### config.mk
export PLATFORM = sky130hd
export DESIGN_NAME = ps2_mouse_packet_cursor_tracker_unit_flat
export DESIGN_NICKNAME = d
export VERILOG_FILES = /design/src/sv/ps2mct_pkg.sv /design/src/sv/ps2mct_if.sv /design/src/sv/ps2mct_in_stage.sv /design/src/sv/ps2mct_core.sv /design/src/sv/ps2_mouse_packet_cursor_tracker_unit.sv /design/src/flat_wrapper.sv
export SDC_FILE = /design/constraint.sdc
export NUM_CORES = 1
export LEC_CHECK = 0
export ABC_AREA = 1
export BUFFER_PORTS_ARGS = -buffer_cell sky130_fd_sc_hd__buf_4
export CORE_MARGIN = 3
export CORE_UTILIZATION = 60
export CTS_CLUSTER_DIAMETER = 200
export CTS_CLUSTER_SIZE = 20
export DETAILED_ROUTE_END_ITERATION = 8
export PLACE_DENSITY = 0.91
export SYNTH_ARGS = -nofsm -noshare
export SYNTH_HDL_FRONTEND = slang
export SYNTH_SLANG_ARGS = --single-unit
### constraint.sdc
create_clock -name clk -period 8.67 [get_ports clk]
set_input_delay 1.734 -clock clk [delete_from_list [all_inputs] [get_ports clk]]
set_output_delay 1.734 -clock clk [all_outputs]
set_load 0.02 [all_outputs]
### src/sv/ps2mct_pkg.sv
// ----------------------------------------------------------------------------
// PS/2 mouse cursor tracker package
// Shared widths, reset values, register indexes, phase codes and item types.
// ----------------------------------------------------------------------------
package ps2mct_pkg;

    localparam int COORD_W    = 12;
    localparam int BYTE_W     = 8;
    localparam int BTN_W      = 3;
    localparam int CFG_IDX_W  = 1;
    localparam int CFG_DATA_W = 12;
    localparam int SUM_W      = COORD_W + 2;

    // Bit of the first packet byte that is always set by the mouse.
    localparam int SYNC_BIT = 3;

    localparam logic [COORD_W-1:0] MAX_X_RST = 12'd1023;
    localparam logic [COORD_W-1:0] MAX_Y_RST = 12'd767;
    localparam logic [COORD_W-1:0] POS_X_RST = 12'd512;
    localparam logic [COORD_W-1:0] POS_Y_RST = 12'd384;

    localparam logic [CFG_IDX_W-1:0] CFG_MAX_X = 1'b0;
    localparam logic [CFG_IDX_W-1:0] CFG_MAX_Y = 1'b1;

    typedef enum logic [1:0] {
        PH_FIRST = 2'd0,
        PH_DX    = 2'd1,
        PH_DY    = 2'd2
    } phase_t;

    typedef struct packed {
        logic               action;
        logic [BYTE_W-1:0]  data_byte;
        logic [COORD_W-1:0] new_x;
        logic [COORD_W-1:0] new_y;
    } item_t;

endpackage

### src/sv/ps2mct_if.sv
// ----------------------------------------------------------------------------
// PS/2 mouse cursor tracker channels
// Valid/ready channels for the input items and the result items.
// ----------------------------------------------------------------------------
interface ps2mct_in_if;
    logic                             valid;
    logic                             ready;
    logic                             action;
    logic [ps2mct_pkg::BYTE_W-1:0]    data_byte;
    logic [ps2mct_pkg::COORD_W-1:0]   new_x;
    logic [ps2mct_pkg::COORD_W-1:0]   new_y;

    modport source (output valid, output action, output data_byte, output new_x,
                    output new_y, input ready);
    modport sink   (input valid, input action, input data_byte, input new_x,
                    input new_y, output ready);
endinterface

interface ps2mct_out_if;
    logic                             valid;
    logic                             ready;
    logic [ps2mct_pkg::COORD_W-1:0]   cursor_x;
    logic [ps2mct_pkg::COORD_W-1:0]   cursor_y;
    logic [ps2mct_pkg::BTN_W-1:0]     button_bits;
    logic                             packet_done;

    modport source (output valid, output cursor_x, output cursor_y,
                    output button_bits, output packet_done, input ready);
    modport sink   (input valid, input cursor_x, input cursor_y,
                    input button_bits, input packet_done, output ready);
endinterface

### src/sv/ps2mct_in_stage.sv
// ----------------------------------------------------------------------------
// PS/2 mouse cursor tracker input stage
// Registers one accepted item and holds it until the core takes it.
// ----------------------------------------------------------------------------
module ps2mct_in_stage (
    input  logic                clk,
    input  logic                rst_n,
    ps2mct_in_if.sink           in_ch,
    input  logic                take,
    output logic                valid,
    output ps2mct_pkg::item_t   item
);
    import ps2mct_pkg::*;

    logic  valid_reg;
    logic  valid_next;
    item_t item_reg;
    logic  load;

    assign in_ch.ready = !valid_reg || take;
    assign load        = in_ch.valid && in_ch.ready;

    always_comb
    begin
        valid_next = valid_reg;
        if (load)
        begin
            valid_next = 1'b1;
        end
        else if (take)
        begin
            valid_next = 1'b0;
        end
    end

    always_ff @(posedge clk or negedge rst_n)
    begin
        if (!rst_n)
        begin
            valid_reg <= 1'b0;
        end
        else
        begin
            valid_reg <= valid_next;
        end
    end

    always_ff @(posedge clk)
    begin
        if (load)
        begin
            item_reg.action    <= in_ch.action;
            item_reg.data_byte <= in_ch.data_byte;
            item_reg.new_x     <= in_ch.new_x;
            item_reg.new_y     <= in_ch.new_y;
        end
    end

    assign valid = valid_reg;
    assign item  = item_reg;

endmodule

### src/sv/ps2mct_core.sv
// ----------------------------------------------------------------------------
// PS/2 mouse cursor tracker core
// Packet phase tracking, cursor update with clamping and the result register.
// ----------------------------------------------------------------------------
module ps2mct_core (
    input  logic                                  clk,
    input  logic                                  rst_n,
    input  logic                                  cfg_we,
    input  logic [ps2mct_pkg::CFG_IDX_W-1:0]      cfg_index,
    input  logic [ps2mct_pkg::CFG_DATA_W-1:0]     cfg_data,
    input  logic                                  item_valid,
    input  ps2mct_pkg::item_t                     item,
    output logic                                  take,
    ps2mct_out_if.source                          out_ch
);
    import ps2mct_pkg::*;

    logic [COORD_W-1:0] max_x_reg;
    logic [COORD_W-1:0] max_y_reg;
    phase_t             phase_reg;
    phase_t             phase_next;
    logic [BTN_W-1:0]   held_buttons_reg;
    logic [BYTE_W-1:0]  held_dx_reg;
    logic [COORD_W-1:0] pos_x_reg;
    logic [COORD_W-1:0] pos_x_next;
    logic [COORD_W-1:0] pos_y_reg;
    logic [COORD_W-1:0] pos_y_next;
    logic [BTN_W-1:0]   buttons_reg;
    logic [BTN_W-1:0]   buttons_next;
    logic               done_next;
    logic               hold_first;
    logic               hold_dx;

    logic               out_valid_reg;
    logic [COORD_W-1:0] out_x_reg;
    logic [COORD_W-1:0] out_y_reg;
    logic [BTN_W-1:0]   out_buttons_reg;
    logic               out_done_reg;

    logic signed [SUM_W-1:0] sum_x;
    logic signed [SUM_W-1:0] sum_y;

    function automatic logic [COORD_W-1:0] clamp_coord(
        input logic signed [SUM_W-1:0] sum,
        input logic [COORD_W-1:0]      hi
    );
        logic [COORD_W-1:0] res;
        if (sum < 0)
        begin
            res = '0;
        end
        else if (sum > $signed({2'b00, hi}))
        begin
            res = hi;
        end
        else
        begin
            res = sum[COORD_W-1:0];
        end
        return res;
    endfunction

    assign take = item_valid && (!out_valid_reg || out_ch.ready);

    assign sum_x = $signed({2'b00, pos_x_reg})
                 + $signed({{(SUM_W-BYTE_W){held_dx_reg[BYTE_W-1]}}, held_dx_reg});
    assign sum_y = $signed({2'b00, pos_y_reg})
                 - $signed({{(SUM_W-BYTE_W){item.data_byte[BYTE_W-1]}}, item.data_byte});

    always_comb
    begin
        phase_next = phase_reg;
        if (!item.action)
        begin
            unique case (phase_reg)
                PH_DX:
                begin
                    phase_next = PH_DY;
                end
                PH_DY:
                begin
                    phase_next = PH_FIRST;
                end
                default:
                begin
                    phase_next = item.data_byte[SYNC_BIT] ? PH_DX : PH_FIRST;
                end
            endcase
        end
    end

    always_comb
    begin
        pos_x_next   = pos_x_reg;
        pos_y_next   = pos_y_reg;
        buttons_next = buttons_reg;
        done_next    = 1'b0;
        hold_first   = 1'b0;
        hold_dx      = 1'b0;
        if (item.action)
        begin
            pos_x_next = item.new_x;
            pos_y_next = item.new_y;
        end
        else
        begin
            unique case (phase_reg)
                PH_DX:
                begin
                    hold_dx = 1'b1;
                end
                PH_DY:
                begin
                    buttons_next = held_buttons_reg;
                    pos_x_next   = clamp_coord(sum_x, max_x_reg);
                    pos_y_next   = clamp_coord(sum_y, max_y_reg);
                    done_next    = 1'b1;
                end
                default:
                begin
                    hold_first = item.data_byte[SYNC_BIT];
                end
            endcase
        end
    end

    always_ff @(posedge clk or negedge rst_n)
    begin
        if (!rst_n)
        begin
            max_x_reg <= MAX_X_RST;
            max_y_reg <= MAX_Y_RST;
        end
        else if (cfg_we)
        begin
            unique case (cfg_index)
                CFG_MAX_X: max_x_reg <= cfg_data[COORD_W-1:0];
                CFG_MAX_Y: max_y_reg <= cfg_data[COORD_W-1:0];
                default:   ;
            endcase
        end
    end

    always_ff @(posedge clk or negedge rst_n)
    begin
        if (!rst_n)
        begin
            phase_reg   <= PH_FIRST;
            pos_x_reg   <= POS_X_RST;
            pos_y_reg   <= POS_Y_RST;
            buttons_reg <= '0;
        end
        else if (take)
        begin
            phase_reg   <= phase_next;
            pos_x_reg   <= pos_x_next;
            pos_y_reg   <= pos_y_next;
            buttons_reg <= buttons_next;
        end
    end

    always_ff @(posedge clk)
    begin
        if (take && hold_first)
        begin
            held_buttons_reg <= item.data_byte[BTN_W-1:0];
        end
        if (take && hold_dx)
        begin
            held_dx_reg <= item.data_byte;
        end
    end

    always_ff @(posedge clk or negedge rst_n)
    begin
        if (!rst_n)
        begin
            out_valid_reg <= 1'b0;
        end
        else if (take)
        begin
            out_valid_reg <= 1'b1;
        end
        else if (out_ch.ready)
        begin
            out_valid_reg <= 1'b0;
        end
    end

    always_ff @(posedge clk)
    begin
        if (take)
        begin
            out_x_reg       <= pos_x_next;
            out_y_reg       <= pos_y_next;
            out_buttons_reg <= buttons_next;
            out_done_reg    <= done_next;
        end
    end

    assign out_ch.valid       = out_valid_reg;
    assign out_ch.cursor_x    = out_x_reg;
    assign out_ch.cursor_y    = out_y_reg;
    assign out_ch.button_bits = out_buttons_reg;
    assign out_ch.packet_done = out_done_reg;

endmodule

### src/sv/ps2_mouse_packet_cursor_tracker_unit.sv
// ----------------------------------------------------------------------------
// PS/2 mouse packet cursor tracker
// Assembles three-byte mouse packets and tracks a clamped cursor position.
// ----------------------------------------------------------------------------
// The block takes one item per clock cycle while the output side is not
// stalled and returns exactly one result item for each: the input register
// holds the item, then the packet and cursor logic writes the result register.
// Up to two items are held inside, so input stays open while a finished result
// waits to be taken. The user must write maximum coordinates through the
// configuration port while no items are in flight; the block does not check.
module ps2_mouse_packet_cursor_tracker_unit (
    input  logic                                  clk,
    input  logic                                  rst_n,
    input  logic                                  cfg_we,
    input  logic [ps2mct_pkg::CFG_IDX_W-1:0]      cfg_index,
    input  logic [ps2mct_pkg::CFG_DATA_W-1:0]     cfg_data,
    ps2mct_in_if.sink                             in_ch,
    ps2mct_out_if.source                          out_ch
);
    import ps2mct_pkg::*;

    logic  stage_valid;
    item_t stage_item;
    logic  stage_take;

    ps2mct_in_stage u_in_stage (
        .clk   (clk),
        .rst_n (rst_n),
        .in_ch (in_ch),
        .take  (stage_take),
        .valid (stage_valid),
        .item  (stage_item)
    );

    ps2mct_core u_core (
        .clk        (clk),
        .rst_n      (rst_n),
        .cfg_we     (cfg_we),
        .cfg_index  (cfg_index),
        .cfg_data   (cfg_data),
        .item_valid (stage_valid),
        .item       (stage_item),
        .take       (stage_take),
        .out_ch     (out_ch)
    );

endmodule

### src/flat_wrapper.sv
// flat-port wrapper written by rule: the top's interface ports become plain ports
module ps2_mouse_packet_cursor_tracker_unit_flat import ps2mct_pkg::*;
  (clk, rst_n, cfg_we, cfg_index, cfg_data, in_ch_valid, in_ch_action, in_ch_data_byte, in_ch_new_x, in_ch_new_y, in_ch_ready, out_ch_valid, out_ch_cursor_x, out_ch_cursor_y, out_ch_button_bits, out_ch_packet_done, out_ch_ready);
  ps2mct_in_if in_ch_i ();
  ps2mct_out_if out_ch_i ();
  input  logic clk;
  input  logic rst_n;
  input  logic cfg_we;
  input  logic [ps2mct_pkg::CFG_IDX_W-1:0] cfg_index;
  input  logic [ps2mct_pkg::CFG_DATA_W-1:0] cfg_data;
  input wire logic [$bits(in_ch_i.valid)-1:0] in_ch_valid;
  input wire logic [$bits(in_ch_i.action)-1:0] in_ch_action;
  input wire logic [$bits(in_ch_i.data_byte)-1:0] in_ch_data_byte;
  input wire logic [$bits(in_ch_i.new_x)-1:0] in_ch_new_x;
  input wire logic [$bits(in_ch_i.new_y)-1:0] in_ch_new_y;
  output wire logic [$bits(in_ch_i.ready)-1:0] in_ch_ready;
  output wire logic [$bits(out_ch_i.valid)-1:0] out_ch_valid;
  output wire logic [$bits(out_ch_i.cursor_x)-1:0] out_ch_cursor_x;
  output wire logic [$bits(out_ch_i.cursor_y)-1:0] out_ch_cursor_y;
  output wire logic [$bits(out_ch_i.button_bits)-1:0] out_ch_button_bits;
  output wire logic [$bits(out_ch_i.packet_done)-1:0] out_ch_packet_done;
  input wire logic [$bits(out_ch_i.ready)-1:0] out_ch_ready;
  assign in_ch_i.valid = in_ch_valid;
  assign in_ch_i.action = in_ch_action;
  assign in_ch_i.data_byte = in_ch_data_byte;
  assign in_ch_i.new_x = in_ch_new_x;
  assign in_ch_i.new_y = in_ch_new_y;
  assign in_ch_ready = in_ch_i.ready;
  assign out_ch_valid = out_ch_i.valid;
  assign out_ch_cursor_x = out_ch_i.cursor_x;
  assign out_ch_cursor_y = out_ch_i.cursor_y;
  assign out_ch_button_bits = out_ch_i.button_bits;
  assign out_ch_packet_done = out_ch_i.packet_done;
  assign out_ch_i.ready = out_ch_ready;
  ps2_mouse_packet_cursor_tracker_unit u_core (.clk(clk), .rst_n(rst_n), .cfg_we(cfg_we), .cfg_index(cfg_index), .cfg_data(cfg_data), .in_ch(in_ch_i), .out_ch(out_ch_i));
endmodule
== After elaboration in Yosys (flattened, before gate mapping) ==
Index checks and enable logic that the tools add are counted.

* Output and inout port bits: 30
* Bits of input ports: 51
* Word-level logic and storage cells: 63
* Flip-flop bits (word level): 127

* Muxes and demuxes: 21
* Eq/ne operators: 2
* Add/sub/neg operators: 2
* Reduce and logical (&&, ||, !) cells: 14
* Order comparisons: 4
* Bitwise logic cells: 2

{| class="wikitable"
|+ Operators with widths
! cell !! count
|-
| $mux W12 || 8
|-
| $gt A14 B13 Y1 || 2
|-
| $lt A14 B1 Y1 const B || 2
|-
| $add A13 B8 Y14 || 1
|-
| $sub A13 B8 Y14 || 1
|-
| $mux W1 || 10
|-
| $mux W3 || 2
|-
| $reduce_and A2 Y1 || 3
|-
| $logic_and A1 B1 Y1 || 4
|-
| $pmux W2 S2 || 1
|-
| $reduce_bool A2 Y1 || 2
|-
| $eq A2 B1 Y1 const B || 1
|-
| $eq A2 B2 Y1 const B || 1
|-
| $logic_not A1 Y1 || 2
|-
| $logic_or A1 B1 Y1 || 2
|-
| $not A1 Y1 || 2
|-
| $reduce_or A2 Y1 || 1
|}

== Depth between registers and ports, before layout ==
Gate-level depths: netlist (run 1).

* Depth after elaboration: 6
* Depth in mapped cells: 25
* Depth with buffers taken out: 24

== By module ==
A second synthesis (run 1) with hierarchy kept.

* Cells, all modules: 891
* Area total of the unflattened synthesis: 7840.0 sq um

{| class="wikitable"
|+ Modules (own cells, without submodules)
! module !! sequential area each (sq um) !! times used !! area an instance (sq um) !! cells each
|-
| ps2mct_core || 2549.9 || 1 || 6804.0 || 852
|-
| ps2mct_in_stage || 1016.0 || 1 || 1036.0 || 39
|}

== Least setup slack after synthesis (run 1) ==
Ideal clock, no wire load.

* Path type: input to output
* Start: input port out_ch_ready
* End: output port in_ch_ready
* Arrival time: 1.987 ns
* Stages: 2
* Path buffers: 0
* Data required time: 6.936 ns
* Path slack: 4.949 ns
* Path through: inv_1 > nand3_1

* Longest elaborated chain between the ends: 3

{| class="wikitable"
|+ Ends and longest elaborated chain
! what !! RTL line !! RTL
|-
| from (decl) || flat_wrapper.sv:22 || <nowiki>input wire logic [$bits(out_ch_i.ready)-1:0] out_ch_ready;</nowiki>
|-
| $logic_or A1 B1 Y1 || ps2mct_core.sv:63 || <nowiki>assign take = item_valid && (!out_valid_reg || out_ch.ready);</nowiki>
|-
| $logic_and A1 B1 Y1 || ps2mct_core.sv:63 ||
|-
| $logic_or A1 B1 Y1 || ps2mct_in_stage.sv:20 || <nowiki>assign in_ch.ready = !valid_reg || take;</nowiki>
|-
| to (decl) || flat_wrapper.sv:16 || <nowiki>output wire logic [$bits(in_ch_i.ready)-1:0] in_ch_ready;</nowiki>
|}

Every way passes these cells.

== Final worst setup path (run 1) ==
Same ends and word-level chain as after synthesis.

==> impl_metrics.yaml, run 1 <==
cts:
  cts_sinks: 127
  hold_buffers: 0
  post_cts_buffers: 0
  cts_tree: "built"
  cts_resized: 0
  clk_latency_ns: 0.43
  cts_root_buf: "clkbuf_16"
  cts_made_buffers: 17
  clock_path_buffers: 2
  clkTransAtPathRegs_ns: 0.06
  h-tree-depth: 4
critical_path:
  path_class: "in2out"
  r2r-end: "u_core.u_core.out_ch.cursor_x[2]"
  end_kind: "output port"
  cp.required_ns: 6.94
  crit_path_start: "out_ch_ready"
  r2r-start: "u_core.u_core.pos_x_reg[0]"
  rrSetupSlack_ns: 4.80
  cp_data_arrival_time_ns: 2.19
  worst-r2r-cell-count: 20
  critical_path.max_fanout: 3
  start_kind: "primary input"
  cp-endpoint: "in_ch_ready"
synthesis:
  ys_ff_latch: 127
  yosysTopAreaCell: "edfxtp_1"
  ys_seq_area_share_pct: 47.6
  synth.top_cell.area_share_pct: 28.9
  synthTopCellsByCount: "nand2_1 (270), inv_1 (133), edfxtp_1 (72)"
  syn_nets: 993
  netlist_instances: 887
  synth_warnings: 0
  synth_area_leaders: "edfxtp_1 (29%), nand2_1 (14%), dfrtp_1 (11%)"
  async_flop_share_pct: 43.3
  synth_cell_types: 35
  synth_flop_cell: "edfxtp_1"
  synth_area_sq_um: 7480
  yosysMostFrequentCell: "nand2_1"
  synth-edff-count: 72
  avgSynthCellArea_sq_um: 8.44
floorplanning:
  die-area_sq_um: 13900
  rows: 40
  die-width_um: 118
  core_area_sq_um: 12100
  ios: 81
  initial_core_util_pct: 61.8
  die_height_um: 118
drt:
  vias: 6200
  drt_first_iter_violations: 445
  firstDrtPassIters: 5
  vias_per_cell: 5.40
  ant_nets: 0
  drc: 0
  routedWlPerCell_um: 15.5
  wirelength_mm: 17.8
global_routing:
  first_global_vias: 6229
  antenna_found_initial: 0
  gr-usage-met1_pct: 35.0
  met2_usage_pct: 43.7
  grt_usage_pct: 27.0
  grt_pass1_wl_mm: 30.0
  use_met3_pct: 6.92
  grt_overflow: 0
  grt.busiest_layer: "met2"
  grt_max_degree: 59
outcome:
  status: "complete, no violations"
sta:
  setup-violations-final: 0
  clock_skew_ns: 0.0114
  finalCritPeriodShare_pct: 45.3
  rsz0062_at_grt: "no"
  fmax_mhz: 255
  min_period_ns: 3.93
  slew_viol_final: 0
  relSlewSlack_pct: 23.9
  worst_pin_slew_ns: 1.14
  fin_setup_tns_ns: 0
  finalHoldViolCount: 0
power_and_ir_drop:
  p_per_area_nw_per_um2: 326
  p_int_mw: 1.64
  combPwrFrac_pct: 46.4
  clockPowerShare_pct: 23.0
  leakagePower_nw: 4.27
  switching_power_mw: 1.21
  ir_worst_vdd_v: 0.000225
  p_seq_share_pct: 30.6
  switching_share_pct: 42.4
final_layout:
  drive_above_1_share_pct: 17.9
  area_delta_synth_final_pct: 16.7
  finalInstanceArea_sq_um: 8730
  final_nets: 1073
  fill_cells: 876
  largest_register_ffs: 33
  diodes: 0
placement:
  placed_cell_area_sq_um: 8200
  hpwl_mm: 12.4
  place_congestion: 0.946
  port-buffer-count: 80
worst_hold_path:
  worst_hold_path_type: "reg2reg"
run:
  maxCapViolCount: 0
cell type report:
cell class | instances | area (sq um) | share of cell area, %
Clock inverter | 15 | 109 | 1.25
Clock buffer | 17 | 425 | 4.87
Multi-Input combinational cell | 603 | 3290 | 37.7
Sequential cell | 127 | 3570 | 40.8
Timing Repair Buffer | 83 | 623 | 7.14
Inverter | 135 | 507 | 5.80
Tap cell | 168 | 210 | 2.41
through the flow:
stage / total power, mW / std cells / utilization, % / hold slack (ns) / setup WS [ns]
2_1_floorplan: 1.87 / 887 / - / 0.426 / 4.95
3_3_place_gp: 2.10 / 1116 / 67.7 / 0.434 / 4.77
3_5_place_dp: 2.16 / 1116 / 67.7 / 0.439 / 4.76
4_1_cts: 2.83 / 1148 / 72.1 / 0.455 / 4.75
5_1_grt: 3.09 / 1148 / 72.1 / 0.467 / 4.35
6_report: 2.85 / 1148 / 72.1 / 0.453 / 4.74
worst min path at each step:
stage | start | endpoint | slack (ns) | depth (start not counted)
final | u_core.u_in_stage.item[29] | u_core.u_core.held_dx_reg[5] | 0.45 | 0
after global routing | u_core.u_in_stage.item[28] | u_core.u_core.held_dx_reg[4] | 0.47 | 0
after CTS | u_core.u_in_stage.item[28] | u_core.u_core.held_dx_reg[4] | 0.45 | 0
after detailed placement | u_core.u_in_stage.item[28] | u_core.u_core.held_dx_reg[4] | 0.44 | 0
after global placement | u_core.u_in_stage.item[28] | u_core.u_core.held_dx_reg[4] | 0.43 | 0
after floorplan | u_core.u_in_stage.item[28] | u_core.u_core.held_dx_reg[4] | 0.43 | 0
power by group through the flow:
stage / combinational [mW] / sequential [mW] / clock, mW
floorplan: 0.983 / 0.890 / 0
global placement: 1.23 / 0.871 / 0
detailed placement: 1.29 / 0.874 / 0
CTS: 1.31 / 0.868 / 0.659
global route: 1.51 / 0.882 / 0.692
finish: 1.32 / 0.871 / 0.656
kinds of logic (layout without fill, tap and decap cells):
group	Yosys count	in the layout	synth area share [%]
and+or+nand+nor	410	410	23.2
buffers and inverters	157	250	8.37
DFF	127	127	47.6
AOI/OAI and AO/OA	119	119	9.21
adders and majority gates	55	55	9.39
xor gates and xnor gates	19	19	2.22
worst max-delay path, stage by stage:
cell and delay [ns]:
buf_4 0.11, inv_1 0.06, nand3_1 0.11, buf_4 0.19
metal layers:
layer	vias to the layer above	share of wire, %
met2	241	48
met4	0	2.5
met3	37	5.9
met5	-	0
met1	2899	44
li1	3023	-
placed cells by master, fill, tap and decap left out, types with 4 or more instances in the layout:
cell | Yosys | final
nand2_1 | 270 | 270
inv_1 | 133 | 132
buf_4 | 3 | 83
edfxtp_1 | 72 | 72
nand3_1 | 69 | 69
ha_1 | 53 | 53
a21oi_1 | 50 | 50
o21ai_0 | 37 | 37
nor2_1 | 33 | 33
dfrtp_1 | 33 | 33
or2_2 | 22 | 22
dfstp_2 | 22 | 22
a21boi_1 | 19 | 19
clkbuf_16 | 0 | 17
xor2_1 | 15 | 15
inv_6 | 0 | 7
nand2_2 | 4 | 4
xnor2_1 | 4 | 4
nand4_1 | 4 | 4
clkinvlp_4 | 0 | 4
Power figures use the tool's default switching activity.
==> run 2, diff against run 1 <==
--- a/config.mk
+++ b/config.mk
@@ -5,14 +5,14 @@
 export SDC_FILE = /design/constraint.sdc
 export NUM_CORES = 1
 export LEC_CHECK = 0
-export ABC_AREA = 1
+export ABC_AREA = 0
 export BUFFER_PORTS_ARGS = -buffer_cell sky130_fd_sc_hd__buf_4
 export CORE_MARGIN = 3
-export CORE_UTILIZATION = 60
+export CORE_UTILIZATION = 59
 export CTS_CLUSTER_DIAMETER = 200
 export CTS_CLUSTER_SIZE = 20
 export DETAILED_ROUTE_END_ITERATION = 8
-export PLACE_DENSITY = 0.91
+export PLACE_DENSITY = 0.9
 export SYNTH_ARGS = -nofsm -noshare
 export SYNTH_HDL_FRONTEND = slang
 export SYNTH_SLANG_ARGS = --single-unit
==> constraint.sdc (replaced) <==
create_clock -name clk -period 3.8 [get_ports clk]
set_input_delay 0.76 -clock clk [delete_from_list [all_inputs] [get_ports clk]]
set_output_delay 0.76 -clock clk [all_outputs]
set_load 0.02 [all_outputs]
==> run 2 against run 1 <==
Effect of this change:
- the run now ends with setup timing left
- first-iteration DRC count rose by 120%
- clock power rose by 140%
- design area rose by 11%
- final cell count fell by 16%
- clock-buffer cell count rose by 3
- worst setup slack got worse by 5.4 ns
- largest power group unchanged
- sequential share of layout area fell by 4.1 points
- die area fell by 3.4%
- area after synthesis fell by 5.2%
- register-to-register slack got worse by 5.4 ns
==> impl_metrics.yaml, run 2 <==
outcome:
  status: "finished, violations left"
  violations: "setup timing"
cts:
  cts_made_buffers: 17
  cts_root_buf: "clkbuf_16"
  cts_tree: "built"
  clk_latency_ns: 0.44
  cts_sinks: 127
  h-tree-depth: 4
  clkTransAtPathRegs_ns: 0.06
  hold_buffers: 0
  clock_path_buffers: 2
sta:
  relSlewSlack_pct: 26.4
  setup-violations-final: 48
  finalHoldViolCount: 0
  fmax_mhz: 225
  rsz0062_at_grt: "yes"
  worst_pin_slew_ns: 1.10
  worst_slack_ns: -0.645
  slew_viol_final: 0
  hold_ws_ns: 0.398
  min_period_ns: 4.45
  finalCritPeriodShare_pct: 117
  clock_skew_ns: 0.00879
critical_path:
  critical_path.max_fanout: 5
  crit_family: "compound AO/OA/AOI/OAI gates"
  worst-r2r-cell-count: 19
  cp_data_arrival_time_ns: 4.62
  worst-path-buf-inv: 3
  path_class: "reg2reg"
  worstSetupPathDepth: 19
  start_kind: "flop"
  end_kind: "flop"
  cp.required_ns: 3.98
  r2r-end: "u_core.u_core.out_ch.cursor_y[11]"
  rrSetupSlack_ns: -0.65
  cpMaxStageDelayCell: "dfrtp_1"
  crit_path_cell_trace: "inv_2, ha_4, inv_2, fa_2, a211oi_2, o211ai_1, a41o_1, a21oi_2, xnor2_2, ha_1, nand4_1, nor4_2, o41ai_1, a21oi_2, a31oi_4, buf_12, mux2_4, a221oi_4, nor2_1"
  cp_slowest_stage_delay_ns: 0.39
  r2r-start: "u_core.u_core.pos_y_reg[0]"
synthesis:
  ys_seq_area_share_pct: 50.3
  synth_flop_cell: "edfxtp_1"
  avgSynthCellArea_sq_um: 11.2
  ys_ff_latch: 127
  synthTopCellsByCount: "edfxtp_1 (72), ha_1 (53), nand2_1 (53)"
  synth_area_sq_um: 7100
  syn_nets: 741
  synth.top_cell.area_share_pct: 30.5
  yosysMostFrequentCell: "edfxtp_1"
  synth_cell_types: 69
  async_flop_share_pct: 43.3
  yosysTopAreaCell: "edfxtp_1"
  synth_area_leaders: "edfxtp_1 (30%), dfrtp_1 (12%), ha_1 (9.3%)"
  netlist_instances: 635
  synth-edff-count: 72
  synth_warnings: 0
final_layout:
  final_nets: 915
  finalInstanceArea_sq_um: 9710
  multi_input_area_sq_um: 3840
  area_delta_synth_final_pct: 36.9
  final_cells: 965
  largest_register_ffs: 33
  mostFrequentLayoutCells: "buf_4 (164), edfxtp_1 (72), nand2_1 (52), inv_1 (49), ha_1 (49)"
  diodes: 0
  seq_area_sq_um: 3570
  fill_cells: 526
  mostFrequentLayoutCell: "buf_4"
  drive_above_1_share_pct: 41.4
  fin_util_pct: 84.0
floorplanning:
  die_height_um: 116
  core_area_sq_um: 11600
  initial_core_util_pct: 61.4
  ios: 81
  die-width_um: 116
  rows: 39
  die-area_sq_um: 13400
placement:
  dp_cells: 909
  port-buffer-count: 80
  place_congestion: 1.03
  hpwl_mm: 13.3
  placed_cell_area_sq_um: 8400
power_and_ir_drop:
  p_per_area_nw_per_um2: 787
  ir_worst_vdd_v: 0.000499
  total_power_mw: 7.64
  leakagePower_nw: 4.11
drt:
  drc: 0
  ant_nets: 0
  vias: 6587
  drt_first_iter_violations: 995
  vias_per_cell: 6.83
  wirelength_mm: 24.4
  routedWlPerCell_um: 25.3
  firstDrtPassIters: 5
run:
  maxCapViolCount: 0
global_routing:
  first_global_vias: 6620
  grt_pass1_wl_mm: 34.3
  grt_overflow: 0
  grt_max_degree: 56
  antenna_found_initial: 0
  grt_usage_pct: 34.4
worst_hold_path:
  worst_hold_path_type: "in2async"
run 2: through the flow:
stage / TNS (ns) / worst slack [ns]
5_1_grt: -27.91 / -0.851
4_1_cts: -10.65 / -0.330
6_report: -22.00 / -0.645
3_3_place_gp: -9.28 / -0.397
3_5_place_dp: -16.63 / -0.586
2_1_floorplan: -2.08 / -0.219
run 2: worst max path at each step:
stage,to,startpoint
2_1_floorplan,u_core.u_core.pos_x_reg[5],u_core.u_core.pos_x_reg[0]
3_3_place_gp,u_core.u_core.pos_x_reg[5],u_core.u_core.pos_x_reg[0]
3_5_place_dp,u_core.u_core.pos_x_reg[5],u_core.u_core.pos_x_reg[0]
4_1_cts,u_core.u_core.pos_x_reg[8],u_core.u_core.held_dx_reg[0]
5_1_grt,u_core.u_core.out_ch.cursor_y[7],u_core.u_core.pos_y_reg[0]
6_report,u_core.u_core.out_ch.cursor_y[11],u_core.u_core.pos_y_reg[0]
run 2: logic make-up after synthesis:
group,after synthesis,synth area share [%]
AO/OA/AOI/OAI,176,17.3
AND/OR/NAND/NOR,147,9.89
flip-flops,127,50.3
buffers and inverters,71,4.02
adder cells (fa/ha/maj),55,9.91
multiplexers,42,6.51
XOR/XNOR,17,2.10
run 2: where the power goes:
part,switching (mW),internal (mW)
Clock,0.621,0.972
Sequential,0.206,1.76
Combinational,2.24,1.85
Total,3.07,4.58
run 2: layer usage:
metal | track usage [%] | vias up | part of all wire, %
li1 | - | 2699 | -
met1 | 38.7 | 3178 | 34
met2 | 57.0 | 525 | 49
met3 | 9.87 | 185 | 9.8
met4 | 23.0 | 0 | 7.3
met5 | 0 | - | 0
run 2: worst register-to-register path, stage by stage, from the launching register on:
cell and delay, ns:
dfrtp_1 0.39, inv_2 0.09, ha_4 0.14, inv_2 0.04, fa_2 0.36, a211oi_2 0.24, o211ai_1 0.15, a41o_1 0.29
a21oi_2 0.17, xnor2_2 0.08, ha_1 0.37, nand4_1 0.28, nor4_2 0.28, o41ai_1 0.20, a21oi_2 0.22, a31oi_4 0.06
buf_12 0.16, mux2_4 0.32, a221oi_4 0.25, nor2_1 0.09
run 2: timing repair:
| item | CTS | global route |
|---|---|---|
| endpoints found under the setup margin | 48 | 48 |
| buffers inserted | 14 | 11 |
| gates resized for setup | 66 | 38 |
| pin swaps | 40 | 25 |
| hold endpoints to repair | 0 | 0 |
run 2: final cells by class:
class,count,area share [%]
Multi-Input combinational cell,437,39.5
Sequential cell,127,36.7
Timing Repair Buffer,173,14.0
Clock buffer,20,4.60
Inverter,53,2.05
Tap cell,143,1.84
Clock inverter,12,1.24
